==> src/rtl/assert_macros.svh <==
// assertion macros shared by the rtl
`ifndef ASSERT_MACROS_SVH
`define ASSERT_MACROS_SVH
`ifndef ASSERT_OFF
// property must hold at every clock edge outside reset
`define ASSERT_ALWAYS(lbl, clk, rst, prop, msg) \
   lbl: assert property (@(posedge clk) disable iff (rst) (prop)) else $error(msg);
// condition must never be seen at a clock edge outside reset
`define ASSERT_NEVER(lbl, clk, rst, cond, msg) \
   lbl: assert property (@(posedge clk) disable iff (rst) !(cond)) else $error(msg);
`else
`define ASSERT_ALWAYS(lbl, clk, rst, prop, msg)
`define ASSERT_NEVER(lbl, clk, rst, cond, msg)
`endif
`endif

==> src/rtl/lsrb_pkg.sv <==
// shared constants, types and helper functions of the scan ring buffer
`default_nettype none
package lsrb_pkg;

   localparam int SCAN_SLOTS  = 10;
   localparam int MAX_SAMPLES = 2048;

   localparam int OP_W     = 3;
   localparam int SAMPLE_W = 16;
   localparam int SIDX_W   = 11;
   localparam int ANGLE_W  = 16;
   localparam int STATUS_W = 2;
   localparam int HELD_W   = 4;
   localparam int RES_W    = 7;

   localparam int HALF_TURN = 18000;
   localparam int RES_MIN   = 10;
   localparam int RES_MAX   = 100;
   localparam int RES_RESET = 100;

   localparam int SLOT_W      = $clog2(SCAN_SLOTS);
   localparam int CNT_W       = $clog2(SCAN_SLOTS + 1);
   localparam int SUM_W       = CNT_W + 1;
   localparam int POS_W       = $clog2(MAX_SAMPLES);
   localparam int LEN_W       = $clog2(MAX_SAMPLES + 1);
   localparam int STORE_DEPTH = SCAN_SLOTS * MAX_SAMPLES;
   localparam int ADDR_W      = $clog2(STORE_DEPTH);

   // divider operands: numerator up to 2*half turn + max step, divisor 2*step
   localparam int DIVD_W = $clog2(2 * HALF_TURN + RES_MAX + 1);
   localparam int DIVS_W = RES_W + 1;
   localparam int DIVC_W = $clog2(DIVD_W);

   localparam int SPL_RAW   = (2 * HALF_TURN + RES_RESET) / (2 * RES_RESET) + 1;
   localparam int SPL_RESET = (SPL_RAW > MAX_SAMPLES) ? MAX_SAMPLES : SPL_RAW;

   localparam logic [OP_W-1:0] OP_PUSH     = 3'd0;
   localparam logic [OP_W-1:0] OP_READ_OLD = 3'd1;
   localparam logic [OP_W-1:0] OP_POP      = 3'd2;
   localparam logic [OP_W-1:0] OP_READ_ANG = 3'd3;
   localparam logic [OP_W-1:0] OP_CLEAR    = 3'd4;

   localparam logic [STATUS_W-1:0] STAT_OK    = 2'd0;
   localparam logic [STATUS_W-1:0] STAT_EMPTY = 2'd1;
   localparam logic [STATUS_W-1:0] STAT_ANGLE = 2'd2;
   localparam logic [STATUS_W-1:0] STAT_INDEX = 2'd3;

   typedef struct packed {
      logic              start;
      logic [DIVD_W-1:0] dividend;
      logic [DIVS_W-1:0] divisor;
   } div_req_type;

   typedef struct packed {
      logic              busy;
      logic              done;
      logic [DIVD_W-1:0] quotient;
   } div_rsp_type;

   // clamp the programmed step to the supported range
   function automatic logic [RES_W-1:0] eff_res(input logic [RES_W-1:0] r);
      logic [RES_W-1:0] c;
      c = r;
      if (r < RES_W'(RES_MIN)) c = RES_W'(RES_MIN);
      if (r > RES_W'(RES_MAX)) c = RES_W'(RES_MAX);
      return c;
   endfunction

   // slot index modulo the ring size, input below twice the ring size
   function automatic logic [SLOT_W-1:0] slot_wrap(input logic [SUM_W-1:0] s);
      logic [SUM_W-1:0] t;
      t = s;
      if (s >= SUM_W'(SCAN_SLOTS)) t = s - SUM_W'(SCAN_SLOTS);
      return t[SLOT_W-1:0];
   endfunction

   function automatic logic [SLOT_W-1:0] slot_next(input logic [SLOT_W-1:0] s);
      logic [SLOT_W-1:0] n;
      n = s + 1'b1;
      if (s == SLOT_W'(SCAN_SLOTS - 1)) n = '0;
      return n;
   endfunction

endpackage
`default_nettype wire

==> src/rtl/lsrb_divider.sv <==
// shared restoring divider, one quotient bit per cycle
`default_nettype none
module lsrb_divider (
   input  logic                  clock,
   input  logic                  reset,
   input  lsrb_pkg::div_req_type div_req,
   output lsrb_pkg::div_rsp_type div_rsp
);
   import lsrb_pkg::*;

   logic              busy_ff, busy_in;
   logic              done_ff, done_in;
   logic [DIVC_W-1:0] cnt_ff, cnt_in;
   logic [DIVS_W-1:0] rem_ff, rem_in;
   logic [DIVD_W-1:0] quo_ff, quo_in;
   logic [DIVS_W-1:0] den_ff, den_in;
   logic [DIVS_W:0]   shifted;
   logic [DIVS_W:0]   diff;
   logic              fits;

   assign shifted = {rem_ff, quo_ff[DIVD_W-1]};
   assign diff    = shifted - {1'b0, den_ff};
   assign fits    = shifted >= {1'b0, den_ff};

   always_comb begin
      busy_in = busy_ff;
      done_in = 1'b0;
      cnt_in  = cnt_ff;
      rem_in  = rem_ff;
      quo_in  = quo_ff;
      den_in  = den_ff;
      if (div_req.start) begin
         busy_in = 1'b1;
         cnt_in  = DIVC_W'(DIVD_W - 1);
         rem_in  = '0;
         quo_in  = div_req.dividend;
         den_in  = div_req.divisor;
      end else if (busy_ff) begin
         rem_in = fits ? diff[DIVS_W-1:0] : shifted[DIVS_W-1:0];
         quo_in = {quo_ff[DIVD_W-2:0], fits};
         cnt_in = cnt_ff - 1'b1;
         if (cnt_ff == '0) begin
            busy_in = 1'b0;
            done_in = 1'b1;
         end
      end
   end

   always_ff @(posedge clock) begin
      if (reset) begin
         busy_ff <= 1'b0;
         done_ff <= 1'b0;
         cnt_ff  <= '0;
      end else begin
         busy_ff <= busy_in;
         done_ff <= done_in;
         cnt_ff  <= cnt_in;
      end
   end

   always_ff @(posedge clock) begin
      rem_ff <= rem_in;
      quo_ff <= quo_in;
      den_ff <= den_in;
   end

   assign div_rsp.busy     = busy_ff;
   assign div_rsp.done     = done_ff;
   assign div_rsp.quotient = quo_ff;

endmodule
`default_nettype wire

==> config.mk <==
export PLATFORM = sky130hd
export DESIGN_NAME = lsrb_divider
export DESIGN_NICKNAME = d
export VERILOG_FILES = /design/src/rtl/assert_macros.svh /design/src/rtl/lsrb_pkg.sv /design/src/rtl/lsrb_divider.sv
export SDC_FILE = /design/constraint.sdc
export NUM_CORES = 1
export LEC_CHECK = 0
export BUFFER_PORTS_ARGS = -buffer_cell sky130_fd_sc_hd__buf_2
export CORE_MARGIN = 2
export CORE_UTILIZATION = 35
export CTS_CLUSTER_DIAMETER = 100
export DETAILED_ROUTE_END_ITERATION = 10
export PLACE_DENSITY_LB_ADDON = 0.3
export SLEW_MARGIN = 30
export SYNTH_ARGS = -nofsm -noshare
export SYNTH_HDL_FRONTEND = slang
export SYNTH_SLANG_ARGS = --single-unit
==> constraint.sdc <==
create_clock -name clock -period 2.37 [get_ports clock]
set_clock_uncertainty 0.05 [all_clocks]
set_input_delay 0.474 -clock clock [delete_from_list [all_inputs] [get_ports clock]]
set_output_delay 0.474 -clock clock [all_outputs]
set_load 0.02 [all_outputs]
; ---- Word level (Yosys, flattened, before mapping)
; Cells that the tools add are included.
[classes]
n_addsub = 2
n_lt_le_gt_ge = 1
muxes = 9
n_bitwise = 1
n_reduce_logical = 3
[op_table]
columns = operator, count
row1 = two-way mux 16 bit, 2
row2 = >= comparator 9 x 8 -> 1 bit, 1
row3 = two-way mux 4 bit, 2
row4 = two-way mux 8 bit, 1
row5 = subtractor 8 bit, 1
row6 = logical NOT 4 bit, 1
row7 = two-way mux 1 bit, 4
row8 = "subtractor 4 x 1 -> 4 bit, second input constant", 1
row9 = OR reduction 3 bit, 1
row10 = nonzero test 2 bit, 1
row11 = inverter 1 bit, 1
[totals]
regBits = 38
input_bits = 27
out_inout_bits = 18
elab_cells = 22

; ---- Logic depth before layout (Yosys ltp)
[logic_depth]
word_depth = 4
ltp_mapped = 8
depth_no_buf = 8

; ---- Worst setup path before layout
; No wires, ideal clock.
[synth_path]
path_kind = register to register
startpoint = register quo_ff[15]
endpoint = register rem_ff[6]
setup_time_ps = 91
arrival_time_ps = 2087
path_slack_ps = 142
stages_incl_launch_ff = 9
n_path_buf = 0
period_less_slack_ps = 2228
path_cell_list = edfxtp_1 inv_1 ha_1 fa_1 nand2b_1 a2111o_1 o211ai_1 o21ai_0 a311oi_1
[synth_between]
elab_chain_len = 2
elab_cells_between_ends = 3
[synth_lines]
columns = item, line
row1 = "start, declared", lsrb_divider.sv:15  ; logic [DIVD_W-1:0] quo_ff, quo_in;
row2 = "start signal, assigned", lsrb_divider.sv:63  ; quo_ff <= quo_in;
row3 = subtractor 8 bit / >= comparator 9 x 8 -> 1 bit (equally long branches), "lsrb_divider.sv:22, lsrb_divider.sv:23"
row4 = two-way mux 8 bit (*), lsrb_divider.sv:39  ; rem_in = fits ? diff[DIVS_W-1:0] : shifted[DIVS_W-1:0];
row5 = "end signal, assigned", lsrb_divider.sv:62  ; rem_ff <= rem_in;
row6 = "end, declared", lsrb_divider.sv:14  ; logic [DIVS_W-1:0] rem_ff, rem_in;
; Every way passes the cells marked *; elsewhere a longest branch is shown, timed or not.
; A chain may end at the register's enable or synchronous reset.

; ---- Worst setup path after layout
[layout_path]
startpoint = register rem_ff[5]
endpoint = register quo_ff[0] (data pin)
[layout_between]
elab_chain_len = 3
[layout_lines]
columns = item, line
row1 = >= comparator 9 x 8 -> 1 bit, lsrb_divider.sv:23  ; assign fits = shifted >= {1'b0, den_ff};
row2 = two-way mux 16 bit, lsrb_divider.sv:38  ; end else if (busy_ff) begin
row3 = two-way mux 16 bit, lsrb_divider.sv:32  ; if (div_req.start) begin
row4 = via quo_in[0], lsrb_divider.sv:15
; The timed path passes the listed nets, and every way through them passes these cells. The select of a mux whose other input is x is not followed.

==> metrics <==
# Max-Cap Violations=0; power density cells=732.0 mW/mm2; final hold viol count=0; Routed WL=4014 um; overall power=1.774 mW; CTS max path bufs=2; worst-margin pin slew=0.4255 ns; multi-input logic area=893.4 um2; Final min period=2.212 ns; sequential element share of the synthesized area=50.06%; Post-Syn Area=0.001999 mm2; post-route ant nets=0; number of global-route vias before repair=1476; Clk Latency, worst-skew pair=0.29 ns; Clock Pin Slew Worst Setup and Hold Paths=0.08 ns; TritonCTS buffer count=5; PortBufs=44; DRC=0; Starting DRT DRC Count=91; Fin Setup TNS=0 ns; Worst Path Required=2.37 ns; # IOs=45; Hold WS=0.3021 ns; ys flop type=edfxtp_1; Seq. cell area=0.001001 mm2; H-tree depth=2; GPL Wtd Cong=0.8079; first drt pass iteration count=4; share of cells above drive strength 1=32.77%; Syn Nets=222; gr ovfl total=0; outcome=completed; Die Area=0.006333 mm2; dpl hpwl=2928 um; # rows=27; synthesis warning total=0; initial antenna violation count=0; synth unique cells=43; WL per Instance=13.07 um; Layout area overhead=21.21%; Max Freq=0.4520 GHz; first-pass GRT wire length=6858 um; pin count of the biggest net entering global routing=36; Max IR drop VDD=0.4166 mV; Sink Count=38; Die W=79.58 um; Worst setup EP type=flop; critical path arrival=2.21 ns; GRT Overall Usage=13.92%; Final #Nets=271; fin. max-slew vios=0; die height=79.58 um; Rel. slew slack=71.63%; Yosys reg bits=38; Leak=1.017 nW; DR vias=1530; startpoint types=flop; filler cell count=534; worst setup path class=flop to flop; final setup fails=0; Tcrit/Tclk final=93.35%; number of synthesized flops with an enable pin=24; root buffer cell=clkbuf_8; final design utilization=44.01%; Vias/cell=4.984; Synth Instances=185; CP max FO=7; asr flop ratio synth=0%; RSZ-0062 raised after global routing=no; initial core utilization=36.31%; core area=0.005507 mm2; Avg Cell Area, Syn=10.81 um2; antenna cell count=0; CTS tree=yes; HP Class=input port to flop
cells in the final DEF (no fill, tap or decap), types with 2 or more instances in the layout:
master and instances:
buf_2 44, edfxtp_1 24, mux2_2 16, inv_1 15, nor2_1 15, dfxtp_1 14, a21oi_1 11, nand2_1 10
o21ai_0 9, ha_1 9, nand3_1 7, buf_4 7, xnor2_1 5, clkbuf_8 5, nand2b_1 3, a211oi_1 3
a311oi_1 3, clkinv_1 2, a21o_1 2, nor4_1 2, nand3b_1 2, nor3_1 2, and3_1 2, a2111o_1 2
o211ai_1 2
power by group:
group          internal (mW)  switching, mW  total, mW
registers              0.777         0.0368      0.814
clock network          0.311          0.233      0.544
logic                  0.179          0.237      0.416
total                   1.27          0.507       1.77
synthesized netlist by cell type (2+ instances only):
cell type / instances / share of area [%]
a21oi_1: 11 / 2.8
a211oi_1: 3 / 1.1
nor2_1: 15 / 2.8
nand2b_1: 3 / 0.94
mux2_2: 16 / 9.0
and3_1: 2 / 0.63
nand3b_1: 2 / 0.75
nor4_1: 2 / 0.63
nand3_1: 7 / 1.8
a2111o_1: 2 / 1.1
o21ai_0: 9 / 2.3
o211ai_1: 2 / 0.75
buf_2: 2 / 0.50
xnor2_1: 5 / 2.2
buf_4: 3 / 1.1
buf_1: 3 / 0.56
dfxtp_1: 14 / 14
edfxtp_1: 24 / 36
a311oi_1: 3 / 1.3
nor3_1: 2 / 0.50
a21o_1: 2 / 0.75
inv_1: 15 / 2.8
ha_1: 9 / 5.6
nand2_1: 10 / 1.9
area by class of cell:
cell class / instances / share of cell area (%)
Sequential cell: 38 / 41.30
Tap cell: 72 / 3.717
Inverter: 16 / 2.478
Clock inverter: 2 / 1.394
Timing Repair Buffer: 51 / 11.25
Clock buffer: 6 / 2.994
Multi-Input combinational cell: 122 / 36.86
critical path, cell delays in order, from the launching register on:
cell      delay (ns)
dfxtp_1         0.34
ha_1            0.34
a21o_1          0.20
a211oi_1        0.30
o21a_2          0.29
nand2_1         0.16
mux2_2          0.29
cells by family (layout without fill, tap and decap cells):
| logic type | Yosys count | after routing | share of synthesized area (%) |
|---|---|---|---|
| AO/OA/AOI/OAI | 42 | 42 | 14.39 |
| XOR/XNOR | 6 | 6 | 2.628 |
| adder cells (fa/ha/maj) | 10 | 10 | 6.633 |
| buffers and inverters | 25 | 75 | 5.381 |
| flip-flops | 38 | 38 | 50.06 |
| multiplexers | 16 | 16 | 9.011 |
| AND/OR/NAND/NOR | 48 | 48 | 11.89 |
metal layers:
| layer | wire length [um] | vias to the layer above | global-route usage [%] |
|---|---|---|---|
| met5 | 0 | - | 0 |
| met4 | 68 | 0 | 5.690 |
| met3 | 163 | 5 | 3.167 |
| met2 | 1789 | 33 | 21.34 |
| met1 | 1992 | 718 | 18.89 |
| li1 | - | 774 | - |
what timing repair did:
action | in CTS | in global routing
setup endpoints to repair | 0 | 1
hold buffers | 0 | 0
hold endpoints to repair | 0 | 0
gates resized for setup | 0 | 1
buffers inserted | 0 | 0
state kept, by name, indices dropped and copies added (netlist names):
name     count
quo_ff      16
den_ff       8
rem_ff       8
cnt_ff       4
busy_ff      1
done_ff      1
stage by stage:
stage	cell area, um2	setup slack, ns	std cells
2_1_floorplan	1999	0.1418	185
4_1_cts	2421	0.1559	307
6_report	2424	0.1577	307
3_5_place_dp	2315	0.1810	299
3_3_place_gp	2315	0.2251	299
5_1_grt	2424	0.03005	307
path summary, 6_finish.rpt:
kind               endpoint  startpoint  slack [ns]  cells past startpoint
setup reg to reg  quo_ff[0]   rem_ff[5]        0.16                      6
hold reg to reg   rem_ff[1]   rem_ff[0]        0.46                      2
setup / recovery  quo_ff[0]   rem_ff[5]        0.16                      6
hold / removal    den_ff[1]  div_req[1]        0.30                      1
(Power assumes the default switching activity.)
